$ cat src/design/spg_pkg.sv
// Package for the four-channel servo PWM generator: register codes, reset values, result type.
package spg_pkg;

  localparam int unsigned REG_W = 16;
  localparam int unsigned PWM_BITS = 4;
  localparam int unsigned MOTOR_W = 3;
  localparam int unsigned REG_IDX_W = 2;

  // configuration register indexes
  localparam logic [REG_IDX_W-1:0] REG_PRESCALE = 2'd0;
  localparam logic [REG_IDX_W-1:0] REG_PERIOD   = 2'd1;
  localparam logic [REG_IDX_W-1:0] REG_MIN      = 2'd2;
  localparam logic [REG_IDX_W-1:0] REG_MAX      = 2'd3;

  // request types
  localparam logic REQ_TICK  = 1'b0;
  localparam logic REQ_WRITE = 1'b1;

  localparam logic [REG_W-1:0] RESET_PRESCALE = 16'd99;
  localparam logic [REG_W-1:0] RESET_PERIOD   = 16'd19999;
  localparam logic [REG_W-1:0] RESET_MIN      = 16'd1000;
  localparam logic [REG_W-1:0] RESET_MAX      = 16'd2000;

  typedef struct packed {
    logic [PWM_BITS-1:0] pwm_out;
    logic [REG_W-1:0]    counter_value;
    logic                update_event;
    logic                write_rejected;
  } result_t;

endpackage

$ cat src/design/spg_if.sv
// Valid/ready channel interfaces for the request and result streams.
interface spg_in_if import spg_pkg::*; ();
  logic               valid;
  logic               ready;
  logic               req_type;
  logic [MOTOR_W-1:0] motor;
  logic [REG_W-1:0]   req_width;

  modport source (output valid, output req_type, output motor, output req_width,
                  input ready);
  modport sink   (input valid, input req_type, input motor, input req_width,
                  output ready);
endinterface

interface spg_out_if import spg_pkg::*; ();
  logic                valid;
  logic                ready;
  logic [PWM_BITS-1:0] pwm_out;
  logic [REG_W-1:0]    counter_value;
  logic                update_event;
  logic                write_rejected;

  modport source (output valid, output pwm_out, output counter_value,
                  output update_event, output write_rejected, input ready);
  modport sink   (input valid, input pwm_out, input counter_value,
                  input update_event, input write_rejected, output ready);
endinterface

$ cat src/design/servo_pwm_generator_4ch_top.sv
// Edge-aligned PWM timer with preloaded compares: top level.
// Latency: a result is valid in the cycle after its request beat is accepted.
// Throughput: one item per cycle; the request side stalls only while a result
// sits in the output register and the result side is not ready.
// Reset (rst, synchronous, active high) restores the register defaults, zeroes
// both counters, loads every compare with the default minimum and empties the output.
module servo_pwm_generator_4ch_top
  import spg_pkg::*;
#(
  parameter int unsigned CHANNELS = 4
) (
  input  logic                 clk,
  input  logic                 rst,
  input  logic                 cfg_we,
  input  logic [REG_IDX_W-1:0] cfg_index,
  input  logic [REG_W-1:0]     cfg_data,
  spg_in_if.sink               in_ch,
  spg_out_if.source            out_ch
);

  logic [REG_W-1:0] prescale_minus_one;
  logic [REG_W-1:0] period_minus_one;
  logic [REG_W-1:0] min_pulse;
  logic [REG_W-1:0] max_pulse;

  logic [REG_W-1:0] prescale_count, prescale_count_next;
  logic [REG_W-1:0] period_count, period_count_next;
  logic [CHANNELS-1:0][REG_W-1:0] preload_compare, preload_compare_next;
  logic [CHANNELS-1:0][REG_W-1:0] active_compare, active_compare_next;

  result_t          result, result_next;
  logic             out_valid;

  logic             accept;
  logic             is_tick;
  logic             pre_wrap;
  logic             per_wrap;
  logic             update;
  logic [CHANNELS-1:0] hit;
  logic             rejected;
  logic [REG_W-1:0] clamped;
  logic [PWM_BITS-1:0] pwm_bits;

  assign in_ch.ready = !out_valid || out_ch.ready;
  assign accept      = in_ch.valid && in_ch.ready;
  assign is_tick     = (in_ch.req_type == REQ_TICK);

  // configuration registers
  always_ff @(posedge clk) begin
    if (rst) begin
      prescale_minus_one <= RESET_PRESCALE;
      period_minus_one   <= RESET_PERIOD;
      min_pulse          <= RESET_MIN;
      max_pulse          <= RESET_MAX;
    end else if (cfg_we) begin
      unique case (cfg_index)
        REG_PRESCALE: prescale_minus_one <= cfg_data;
        REG_PERIOD:   period_minus_one   <= cfg_data;
        REG_MIN:      min_pulse          <= cfg_data;
        REG_MAX:      max_pulse          <= cfg_data;
        default:      ;
      endcase
    end
  end

  // clamp, min checked first
  always_comb begin
    if (in_ch.req_width < min_pulse) begin
      clamped = min_pulse;
    end else if (in_ch.req_width > max_pulse) begin
      clamped = max_pulse;
    end else begin
      clamped = in_ch.req_width;
    end
  end

  assign pre_wrap = (prescale_count >= prescale_minus_one);
  assign per_wrap = (period_count >= period_minus_one);
  assign update   = accept && is_tick && pre_wrap && per_wrap;

  always_comb begin
    for (int k = 0; k < CHANNELS; k++) begin
      hit[k] = accept && !is_tick
               && ({1'b0, in_ch.motor} == (MOTOR_W + 1)'(k + 1));
    end
  end
  assign rejected = !is_tick && (hit == '0);

  always_comb begin
    prescale_count_next = prescale_count;
    period_count_next   = period_count;
    if (accept && is_tick) begin
      if (pre_wrap) begin
        prescale_count_next = '0;
        period_count_next   = per_wrap ? '0 : period_count + 1'b1;
      end else begin
        prescale_count_next = prescale_count + 1'b1;
      end
    end
    for (int k = 0; k < CHANNELS; k++) begin
      preload_compare_next[k] = hit[k] ? clamped : preload_compare[k];
      active_compare_next[k]  = update ? preload_compare[k] : active_compare[k];
    end
  end

  // only the first four channels reach the output
  for (genvar k = 0; k < PWM_BITS; k++) begin : g_pwm
    if (k < CHANNELS) begin : g_on
      assign pwm_bits[k] = (period_count_next < active_compare_next[k]);
    end else begin : g_off
      assign pwm_bits[k] = 1'b0;
    end
  end

  always_comb begin
    result_next.pwm_out        = pwm_bits;
    result_next.counter_value  = period_count_next;
    result_next.update_event   = update;
    result_next.write_rejected = rejected;
  end

  always_ff @(posedge clk) begin
    if (rst) begin
      prescale_count  <= '0;
      period_count    <= '0;
      preload_compare <= {CHANNELS{RESET_MIN}};
      active_compare  <= {CHANNELS{RESET_MIN}};
      out_valid       <= 1'b0;
    end else begin
      prescale_count  <= prescale_count_next;
      period_count    <= period_count_next;
      preload_compare <= preload_compare_next;
      active_compare  <= active_compare_next;
      if (accept) begin
        out_valid <= 1'b1;
      end else if (out_ch.ready) begin
        out_valid <= 1'b0;
      end
    end
  end

  // result payload, held while stalled
  always_ff @(posedge clk) begin
    if (accept) begin
      result <= result_next;
    end
  end

  assign out_ch.valid          = out_valid;
  assign out_ch.pwm_out        = result.pwm_out;
  assign out_ch.counter_value  = result.counter_value;
  assign out_ch.update_event   = result.update_event;
  assign out_ch.write_rejected = result.write_rejected;

  a_update_zero: assert property (@(posedge clk) disable iff (rst)
    out_valid && result.update_event |-> result.counter_value == '0)
    else $error("update event with nonzero counter");

  a_excl: assert property (@(posedge clk) disable iff (rst)
    out_valid |-> !(result.update_event && result.write_rejected))
    else $error("update event and rejected write in one result");

  a_write_hold: assert property (@(posedge clk) disable iff (rst)
    accept && !is_tick |=> $stable(period_count) && $stable(active_compare))
    else $error("write moved the counter or active compares");

  a_reject_hold: assert property (@(posedge clk) disable iff (rst)
    accept && rejected |=> $stable(preload_compare))
    else $error("rejected write changed a preload compare");

  a_counter_match: assert property (@(posedge clk) disable iff (rst)
    accept |=> result.counter_value == period_count)
    else $error("result counter differs from state");

endmodule
$ cat src/flat_wrapper.sv
// flat-port wrapper written by rule: the top's interface ports become plain ports
module servo_pwm_generator_4ch_top_flat import spg_pkg::*;
#(
  parameter int unsigned CHANNELS = 4
)
  (clk, rst, cfg_we, cfg_index, cfg_data, in_ch_valid, in_ch_req_type, in_ch_motor, in_ch_req_width, in_ch_ready, out_ch_valid, out_ch_pwm_out, out_ch_counter_value, out_ch_update_event, out_ch_write_rejected, out_ch_ready);
  spg_in_if in_ch_i ();
  spg_out_if out_ch_i ();
  input  logic clk;
  input  logic rst;
  input  logic cfg_we;
  input  logic [REG_IDX_W-1:0] cfg_index;
  input  logic [REG_W-1:0] cfg_data;
  input wire logic [$bits(in_ch_i.valid)-1:0] in_ch_valid;
  input wire logic [$bits(in_ch_i.req_type)-1:0] in_ch_req_type;
  input wire logic [$bits(in_ch_i.motor)-1:0] in_ch_motor;
  input wire logic [$bits(in_ch_i.req_width)-1:0] in_ch_req_width;
  output wire logic [$bits(in_ch_i.ready)-1:0] in_ch_ready;
  output wire logic [$bits(out_ch_i.valid)-1:0] out_ch_valid;
  output wire logic [$bits(out_ch_i.pwm_out)-1:0] out_ch_pwm_out;
  output wire logic [$bits(out_ch_i.counter_value)-1:0] out_ch_counter_value;
  output wire logic [$bits(out_ch_i.update_event)-1:0] out_ch_update_event;
  output wire logic [$bits(out_ch_i.write_rejected)-1:0] out_ch_write_rejected;
  input wire logic [$bits(out_ch_i.ready)-1:0] out_ch_ready;
  assign in_ch_i.valid = in_ch_valid;
  assign in_ch_i.req_type = in_ch_req_type;
  assign in_ch_i.motor = in_ch_motor;
  assign in_ch_i.req_width = in_ch_req_width;
  assign in_ch_ready = in_ch_i.ready;
  assign out_ch_valid = out_ch_i.valid;
  assign out_ch_pwm_out = out_ch_i.pwm_out;
  assign out_ch_counter_value = out_ch_i.counter_value;
  assign out_ch_update_event = out_ch_i.update_event;
  assign out_ch_write_rejected = out_ch_i.write_rejected;
  assign out_ch_i.ready = out_ch_ready;
  servo_pwm_generator_4ch_top #(.CHANNELS(CHANNELS)) u_core (.clk(clk), .rst(rst), .cfg_we(cfg_we), .cfg_index(cfg_index), .cfg_data(cfg_data), .in_ch(in_ch_i), .out_ch(out_ch_i));
endmodule
$ cat config.mk
export PLATFORM = sky130hd
export DESIGN_NAME = servo_pwm_generator_4ch_top_flat
export DESIGN_NICKNAME = d
export VERILOG_FILES = /design/src/design/spg_pkg.sv /design/src/design/spg_if.sv /design/src/design/servo_pwm_generator_4ch_top.sv /design/src/flat_wrapper.sv
export SDC_FILE = /design/constraint.sdc
export NUM_CORES = 1
export LEC_CHECK = 0
export ABC_AREA = 0
export BUFFER_PORTS_ARGS = -buffer_cell sky130_fd_sc_hd__buf_2
export CAP_MARGIN = 20
export CORE_MARGIN = 2
export CORE_UTILIZATION = 60
export CTS_CLUSTER_SIZE = 20
export DETAILED_ROUTE_END_ITERATION = 7
export PLACE_DENSITY = 0.85
export SLEW_MARGIN = 20
export SYNTH_ARGS = -nofsm -noshare
export SYNTH_HDL_FRONTEND = slang
export SYNTH_SLANG_ARGS = --single-unit
$ cat constraint.sdc
create_clock -name clk -period 7.91 [get_ports clk]
set_input_delay 0.791 -clock clk [delete_from_list [all_inputs] [get_ports clk]]
set_output_delay 0.791 -clock clk [all_outputs]
set_load 0.05 [all_outputs]
; Word-level counts from Yosys, hierarchy flattened
; Index checks and enable logic that the tools add are counted.
[totals]
wordCells = 68
regBits = 247
[classes]
bitwise = 1
n_mux = 12
order_cmp = 8
n_reduce_logical = 19
eq_ne = 7
add_sub_neg = 2
[op_table]
columns = cell, count
row1 = $mux W16, 10
row2 = $lt A16 B16 Y1, 5
row3 = $add A16 B1 Y16 const B, 2
row4 = $ge A16 B16 Y1, 2
row5 = $gt A16 B16 Y1, 1
row6 = $logic_and A1 B1 Y1, 10
row7 = $reduce_and A2 Y1, 4
row8 = $eq A3 B2 Y1 const B, 2
row9 = $eq A2 B2 Y1 const B, 2
row10 = $logic_not A4 Y1, 1
row11 = $eq A3 B1 Y1 const B, 1
row12 = $eq A3 B3 Y1 const B, 1
row13 = $eq A2 B1 Y1 const B, 1
row14 = $logic_not A2 Y1, 1
row15 = $mux W1, 2
row16 = $reduce_bool A2 Y1, 1
row17 = $logic_not A1 Y1, 1
row18 = $logic_or A1 B1 Y1, 1
row19 = $not A1 Y1, 1

; Longest topological paths before layout
; Gate-level depths: netlist (run 1).
[depth]
ltp_word = 8
depth_mapped = 19

; Worst setup path before layout (run 1)
; OpenSTA, ideal clock, no wires.
[synth_path]
path_kind = input port to flip-flop
startpoint = input out_ch_ready
endpoint = register u_core.result, in the netlist u_core.out_ch.pwm_out[2] (data pin)
path_slack_ns = 3.891
required_time_ns = 7.758
path_stages = 15
path_buffers = 1
arrival_time_ns = 3.867
cell_sequence = nand2b_1 nor3b_2 o31ai_1 buf_2 nor4_1 xnor2_1 nor2_1 ha_1 a21oi_1 nor2b_1 o21ai_0 o31ai_1 a211oi_1 o21ai_0 a31oi_1
[synth_between]
elab_cells_between_ends = 8
classes_between = 1 x order compare / 2 x mux / 5 x reduce/logical
[synth_rtl]
columns = element, line
row1 = from (decl), flat_wrapper.sv:24  ; input wire logic [$bits(out_ch_i.ready)-1:0] out_ch_ready;
row2 = $logic_or A1 B1 Y1, servo_pwm_generator_4ch_top.sv:44  ; assign in_ch.ready = !out_valid || out_ch.ready;
row3 = $logic_and A1 B1 Y1, servo_pwm_generator_4ch_top.sv:45  ; assign accept = in_ch.valid && in_ch.ready;
row4 = $logic_and A1 B1 Y1, servo_pwm_generator_4ch_top.sv:92  ; if (accept && is_tick) begin
row5 = $mux W16, servo_pwm_generator_4ch_top.sv:92
row6 = via u_core.period_count_next[13], servo_pwm_generator_4ch_top.sv:27  ; logic [REG_W-1:0] period_count, period_count_next;
row7 = $lt A16 B16 Y1, servo_pwm_generator_4ch_top.sv:109  ; assign pwm_bits[k] = (period_count_next < active_compare_next[k]);
row8 = via u_core.pwm_bits[2], servo_pwm_generator_4ch_top.sv:42  ; logic [PWM_BITS-1:0] pwm_bits;
row9 = to (signal assigned), servo_pwm_generator_4ch_top.sv:145  ; result <= result_next;
row10 = to (decl), servo_pwm_generator_4ch_top.sv:31  ; result_t result, result_next;
; The timed path passes the listed nets, and every way through them passes these cells.
; A chain may end at the register's enable or synchronous reset.

; Worst setup path after layout (run 1)
[layout_path]
startpoint = register u_core.prescale_count[0]
endpoint = register u_core.result, in the netlist u_core.out_ch.pwm_out[0] (data pin)
[layout_between]
elab_chain_cells = 5
elab_cells_between_ends = 7
classes_between = 2 x order compare / 3 x mux / 2 x reduce/logical
[layout_lines]
columns = element, line
row1 = from (decl), servo_pwm_generator_4ch_top.sv:26  ; logic [REG_W-1:0] prescale_count, prescale_count_next;
row2 = from (signal assigned), servo_pwm_generator_4ch_top.sv:130  ; prescale_count <= prescale_count_next;
row3 = $ge A16 B16 Y1 *, servo_pwm_generator_4ch_top.sv:77  ; assign pre_wrap = (prescale_count >= prescale_minus_one);
row4 = $logic_and A1 B1 Y1 (2 in series), servo_pwm_generator_4ch_top.sv:79  ; assign update = accept && is_tick && pre_wrap && per_wrap;
row5 = $mux W16, servo_pwm_generator_4ch_top.sv:102  ; active_compare_next[k] = update ? preload_compare[k] : active_compare[k];
row6 = $lt A16 B16 Y1 *, servo_pwm_generator_4ch_top.sv:109
row7 = via u_core.pwm_bits[0], servo_pwm_generator_4ch_top.sv:42
; Mark *: on every way through the listed nets, which the timed path passes. The rest lies on a longest branch.

==> results of run 1 <==
==> cell usage in the layout, fill, tap and decap left out, types with 6 or more instances in the layout <==
| master | count |
|---|---|
| clkinv_2 | 6 |
| buf_4 | 11 |
| o211ai_1 | 25 |
| clkbuf_16 | 27 |
| mux2_2 | 9 |
| o311ai_1 | 7 |
| nor2b_1 | 14 |
| ha_1 | 125 |
| a311o_1 | 10 |
| o21ai_1 | 34 |
| a211o_1 | 9 |
| o21ai_0 | 22 |
| nor3_1 | 42 |
| and3_1 | 17 |
| o311ai_0 | 11 |
| xnor2_1 | 16 |
| nand2_1 | 188 |
| a31oi_1 | 6 |
| mux2_1 | 7 |
| a211oi_1 | 6 |
| mux2i_1 | 62 |
| nand3_1 | 64 |
| nor2_1 | 102 |
| a21o_1 | 18 |
| xor2_1 | 12 |
| a21oi_1 | 109 |
| buf_2 | 65 |
| nand4_1 | 18 |
| edfxtp_1 | 22 |
| inv_1 | 68 |
| dfxtp_1 | 225 |
==> power groups by stage <==
stage / sequential [µW] / combinational (µW) / clock, µW
after floorplan: 1340 / 128 / 0
after global placement: 1320 / 210 / 0
after detailed placement: 1320 / 216 / 0
after CTS: 1300 / 218 / 1290
after global routing: 1300 / 241 / 1340
final: 1300 / 223 / 1290
==> kinds of logic after synthesis <==
group                      synth area share [%]
and+or+nand+nor                            17.6
AOI/OAI and AO/OA                          14.9
DFF                                        41.8
buffers and inverters                      4.57
adders and majority gates                  12.7
muxes                                      6.48
xor gates and xnor gates                   1.99
==> cell type report <==
| type | count | area share, % |
|---|---|---|
| Antenna cell | 1 | 0.0182 |
| Clock buffer | 32 | 5.28 |
| Clock inverter | 16 | 1.35 |
| Inverter | 70 | 1.91 |
| Multi-Input combinational cell | 993 | 48.4 |
| Sequential cell | 247 | 37.6 |
| Tap cell | 270 | 2.46 |
| Timing Repair Buffer | 76 | 2.97 |
==> through the flow <==
stage | instance area (µm²) | instances | hold WS, ns
global route | 13700 | 1705 | 0.475
finish | 13700 | 1705 | 0.454
global placement | 12800 | 1656 | 0.440
floorplan | 12400 | 1379 | 0.435
CTS | 13700 | 1704 | 0.456
detailed placement | 12800 | 1656 | 0.447
==> final timing paths <==
check / from / to / slack [ns] / depth (start not counted)
max: u_core.prescale_count[0] / u_core.out_ch.pwm_out[0] / 2.80 / 18
min: u_core.prescale_minus_one[11] / u_core.prescale_minus_one[11] / 0.45 / 2
max reg2reg: u_core.prescale_count[0] / u_core.out_ch.pwm_out[0] / 2.80 / 18
min reg2reg: u_core.prescale_minus_one[11] / u_core.prescale_minus_one[11] / 0.45 / 2
==> critical path, cell delays in order, from the launching register on <==
cell	delay, ns
dfxtp_1	0.41
inv_1	0.07
ha_1	0.28
nand2b_1	0.16
a2111oi_2	0.48
a2111oi_4	0.10
o31ai_2	0.26
buf_4	0.28
o21bai_4	0.17
buf_4	0.82
mux2i_1	0.37
ha_1	0.30
a21oi_1	0.15
nor2b_1	0.06
o21ai_0	0.17
o31ai_1	0.11
a211oi_1	0.35
o21ai_0	0.19
a31oi_1	0.18
==> metal layers <==
metal  track usage, %  vias to the layer above  share of wire [%]
li1                 -                     4968                  -
met1             39.9                     5002                 42
met2             47.6                      498                 45
met3             4.78                      128                8.4
met4             15.7                        0                5.4
met5                0                        -                  0
==> flow_metrics.env, run 1 <==
export IMPL_ant_nets=0
export IMPL_status="finished clean"
export IMPL_synth_most_common_cell="dfxtp_1"
export IMPL_grtUsageTotal_pct=30.1
export IMPL_final_period_utilization_pct=64.7
export IMPL_drcViolationCount=0
export IMPL_pwr_share_seq_pct=46.1
export IMPL_portBuffers=66
export IMPL_switching_share_pct=24.3
export IMPL_combPwrFrac_pct=7.9
export IMPL_dieArea_um2=21800
export IMPL_first_pass_iters=5
export IMPL_drive_above_1_share_pct=10.4
export IMPL_gp_congestion=0.914
export IMPL_reg_top3="u_core.active_compare (64), u_core.preload_compare (64)"
export IMPL_antenna_found_initial=1
export IMPL_cellLeakagePower_uw=0.00609
export IMPL_clock_latency_ns=0.54
export IMPL_grt_ovfl_total=0
export IMPL_synth_area_leaders="dfxtp_1 36%, ha_1 13%, nand2_1 5.7%"
export IMPL_cts_setup_buffers=0
export IMPL_synth_avg_cell_area_um2=8.96
export IMPL_ff_latch_area_um2=5160
export IMPL_rsz0062_at_grt="false"
export IMPL_die_x_um=147
export IMPL_cts_resized=0
export IMPL_grt_pass1_vias=10200
export IMPL_yosysSeqAreaShare_pct=41.8
export IMPL_max_freq_ghz=0.196
export IMPL_ys_types=65
export IMPL_nets=1582
export IMPL_final_max_slew_viol_count=0
export IMPL_ys_async_sr_fraction_pct=0
export IMPL_synthTopCellsByCount="225 x dfxtp_1, 188 x nand2_1, 125 x ha_1"
export IMPL_clkPwrFrac_pct=46.0
export IMPL_synth_top_area_share_pct=36.5
export IMPL_hold_path_class="register to register"
export IMPL_die_h_um=147
export IMPL_hpwl_mm=22.8
export IMPL_viasPerCell=6.21
export IMPL_grt_max_degree=95
export IMPL_row_count=52
export IMPL_hold_viol=0
export IMPL_min_period_ns=5.11
export IMPL_grt_pass1_wl_mm=52.6
export IMPL_crit_arrival_ns=5.50
export IMPL_cp_max_fo=65
export IMPL_p_int_uw=2130
export IMPL_synth_seq_cells=247
export IMPL_area_growth_pct=11.2
export IMPL_post_route_util_pct=67.9
export IMPL_cts_buffer_depth=3
export IMPL_skew_ns=0.0171
export IMPL_setup_ws_ns=2.80
export IMPL_worstSetupEndpointType="register"
export IMPL_clkSlewWorstSetupHoldPaths_ns=0.07
export IMPL_setup_viol=0
export IMPL_p_per_area_nw_per_um2=205
export IMPL_via_count=10600
export IMPL_top_level_ports=67
export IMPL_numCtsBuffers=26
export IMPL_crit_required_ns=8.30
export IMPL_syn_cell_area_um2=12400
export IMPL_clkSinkCount=247
export IMPL_synth_edff_count=22
export IMPL_tns_ns=0
export IMPL_cts_tree="built"
export IMPL_total_power_uw=2810
export IMPL_max_slew_worst_pin_slew_ns=1.10
export IMPL_wl_mm=33.1
export IMPL_post_place_ws_ns=3.09
export IMPL_slew_headroom_pct=27.0
export IMPL_yosys_area_top_type="dfxtp_1"
export IMPL_h_tree_depth=1
export IMPL_setup_worst_path_start_class="register"
export IMPL_cts_root_buf="clkbuf_16"
export IMPL_hold_buffers=0
export IMPL_avgRoutedWirePerCell_um=19.4
export IMPL_start_util_pct=61.0
export IMPL_synth_warnings=0
export IMPL_drv_cap=0
export IMPL_dr_first_iter_drc_count=1122
export IMPL_multi_input_area_um2=6650
export IMPL_peakVddDrop_mv=0.205
export IMPL_synth_fp_nets=1547
export IMPL_coreArea_um2=20200
export IMPL_critPathKind="register to register"
export IMPL_nFillCells=1545
export IMPL_netSwitchingPower_uw=684
export IMPL_ys_flop_type="dfxtp_1"
export IMPL_postSynthCellCount=1379
No activity file was read; power rests on OpenSTA's default activity.
==> run 2, diff against run 1 <==
--- a/config.mk
+++ b/config.mk
@@ -5,7 +5,7 @@
 export SDC_FILE = /design/constraint.sdc
 export NUM_CORES = 1
 export LEC_CHECK = 0
-export ABC_AREA = 0
+export ABC_AREA = 1
 export BUFFER_PORTS_ARGS = -buffer_cell sky130_fd_sc_hd__buf_2
 export CAP_MARGIN = 20
 export CORE_MARGIN = 2
==> constraint.sdc (replaced) <==
create_clock -name clk -period 4.9 [get_ports clk]
set_input_delay 0.49 -clock clk [delete_from_list [all_inputs] [get_ports clk]]
set_output_delay 0.49 -clock clk [all_outputs]
set_load 0.05 [all_outputs]
==> run 2 against run 1 <==
Net effect: register-to-register slack worse by 1.9 ns; cell count is 15% higher; clock power rose by 49%; combinational power grew 68%; die area rose by 2.1%.
==> flow_metrics.env, run 2 <==
export IMPL_dr_first_iter_drc_count=913
export IMPL_yosys_area_top_type="dfxtp_1"
export IMPL_wl_mm=33.3
export IMPL_postSynthCellCount=1616
export IMPL_hold_buffers=0
export IMPL_portBuffers=66
export IMPL_h_tree_depth=1
export IMPL_setup_worst_path_start_class="register"
export IMPL_max_freq_ghz=0.247
export IMPL_worstPathCellList="inv_1, ha_1, nand2_1, nor2_1, nor2_1, nand2_1, nand2_2, a21oi_4, nand2_4, inv_2, buf_4, o21ai_0, ha_1, nand2_1, inv_1, nand3_1, nor3_1, a21oi_2"
export IMPL_top_level_ports=67
export IMPL_post_route_util_pct=67.1
export IMPL_yosysSeqAreaShare_pct=40.9
export IMPL_synth_seq_cells=247
export IMPL_start_util_pct=60.6
export IMPL_clkSinkCount=247
export IMPL_cts_setup_buffers=0
export IMPL_drcViolationCount=0
export IMPL_hp_start="cfg_data[14]"
export IMPL_crit_arrival_ns=4.32
export IMPL_rsz0062_at_grt="false"
export IMPL_hold_viol=0
export IMPL_ys_types=46
export IMPL_cts_buffer_depth=3
export IMPL_max_slew_worst_pin_slew_ns=1.07
export IMPL_crit_buf_inv=4
export IMPL_slew_headroom_pct=28.4
export IMPL_cellLeakagePower_uw=0.00652
export IMPL_via_count=11200
export IMPL_nFillCells=1740
export IMPL_grt_pass1_wl_mm=52.7
export IMPL_critPathKind="register to register"
export IMPL_critPathSlowestCell="buf_4"
export IMPL_synth_warnings=0
export IMPL_synth_edff_count=22
export IMPL_dieArea_um2=22200
export IMPL_cts_tree="built"
export IMPL_drive_above_1_share_pct=9.14
export IMPL_setup_viol=0
export IMPL_p_per_area_nw_per_um2=315
export IMPL_critPathMostFrequentCell="nand2_1"
export IMPL_grt_pass1_vias=10600
export IMPL_skew_ns=0.0127
export IMPL_syn_cell_area_um2=12600
export IMPL_grt_ovfl_total=0
export IMPL_cts_resized=0
export IMPL_peakVddDrop_mv=0.299
export IMPL_ys_flop_type="dfxtp_1"
export IMPL_synth_fp_nets=1784
export IMPL_viasPerCell=5.71
export IMPL_reg_top3="u_core.active_compare (64), u_core.preload_compare (64)"
export IMPL_hpwl_mm=23.5
export IMPL_layout_commonest_cell="nand2_1"
export IMPL_synth_top_area_share_pct=35.7
export IMPL_status="finished clean"
export IMPL_ys_async_sr_fraction_pct=0
export IMPL_numCtsBuffers=27
export IMPL_area_growth_pct=10.6
export IMPL_synthTopCellsByCount="314 x nand2_1, 241 x inv_1, 225 x dfxtp_1"
export IMPL_min_period_ns=4.04
export IMPL_critPathTopFamily="buffers and inverters"
export IMPL_ant_nets=0
export IMPL_cp_max_fo=56
export IMPL_synth_area_leaders="dfxtp_1 36%, ha_1 12%, nand2_1 9.3%"
export IMPL_gp_congestion=0.958
export IMPL_tns_ns=0
export IMPL_final_max_slew_viol_count=0
export IMPL_synth_most_common_cell="nand2_1"
export IMPL_die_h_um=149
export IMPL_final_cell_mix="314 x nand2_1, 239 x inv_1, 225 x dfxtp_1"
export IMPL_nets=1831
export IMPL_cts_root_buf="clkbuf_16"
export IMPL_synth_avg_cell_area_um2=7.81
export IMPL_first_pass_iters=6
export IMPL_avgRoutedWirePerCell_um=17.0
export IMPL_grt_max_degree=84
export IMPL_r2r_start="u_core.prescale_count[0]"
export IMPL_clock_latency_ns=0.53
export IMPL_coreArea_um2=20800
export IMPL_whs_ns=0.259
export IMPL_antenna_found_initial=1
export IMPL_hold_path_class="input pin to register"
export IMPL_drv_cap=0
export IMPL_max_stage_delay_ns=0.56
export IMPL_crit_required_ns=5.17
export IMPL_grtUsageTotal_pct=29.9
export IMPL_worstSetupEndpointType="register"
export IMPL_final_period_utilization_pct=82.5
export IMPL_startpoint="u_core.prescale_count[0]"
export IMPL_clkSlewWorstSetupHoldPaths_ns=0.06
export IMPL_row_count=53
export IMPL_die_x_um=149
run 2: cell count changes after synthesis, moves of 15 or more:
cell,change
o21ai_0,+76
a21oi_1,+55
nor3_1,-15
nand3_1,+31
a21o_1,-16
inv_1,+172
and3_1,-17
o211ai_1,+16
nand2_1,+126
mux2i_1,-38
o21ai_1,-34
run 2: metal layers:
metal,part of all wire (%),global-route usage (%),vias to the layer above
li1,-,-,5448
met1,42,39.6,5171
met2,45,49.8,478
met3,9.2,5.20,90
met4,3.5,10.0,0
met5,0,0,-
run 2: layout make-up:
class	count	area, µm²	area share (%)
Clock buffer	34	732	5.24
Timing Repair Buffer	76	408	2.92
Multi-Input combinational cell	1061	6270	44.9
Tap cell	275	344	2.46
Inverter	250	938	6.72
Sequential cell	247	5160	37.0
Clock inverter	16	106	0.761
Antenna cell	1	2.50	0.0179
run 2: worst paths after layout:
check | depth (start not counted) | slack, ns | endpoint
max | 18 | 0.86 | u_core.out_ch.pwm_out[3]
min | 3 | 0.26 | u_core.period_minus_one[14]
max reg2reg | 18 | 0.86 | u_core.out_ch.pwm_out[3]
min reg2reg | 2 | 0.46 | u_core.prescale_minus_one[7]
run 2: logic make-up (layout without fill, tap and decap cells):
kind of cell    after synthesis  after routing  share of synthesized area (%)
simple gates                577            577                           20.4
compound gates              328            328                           14.5
buf+inv                     308            376                           9.44
flops                       247            247                           40.9
fa+ha+maj                   125            125                           12.4
mux                          24             24                           1.90
xor+xnor                      7              7                          0.486
other cells                   0              1                              0
run 2: through the flow:
stage	total power (µW)	area, µm²	std cells	worst slack [ns]
detailed placement	2510	13100	1909	1.05
finish	4400	14000	1960	0.855
global placement	2500	13100	1909	1.12
floorplan	2390	12600	1616	1.78
global route	4540	14000	1959	0.551
CTS	4400	14000	1959	0.967
run 2: worst min-delay path: stages:
cell	delay, ns
buf_2	0.13
nand2_1	0.06
o211ai_1	0.06
run 2: where the power goes:
part	leakage, µW	total (µW)	switching (µW)	internal, µW
clock	0.000419	1920	815	1110
sequential	0.00204	2100	17.6	2080
combinational	0.00407	374	273	101
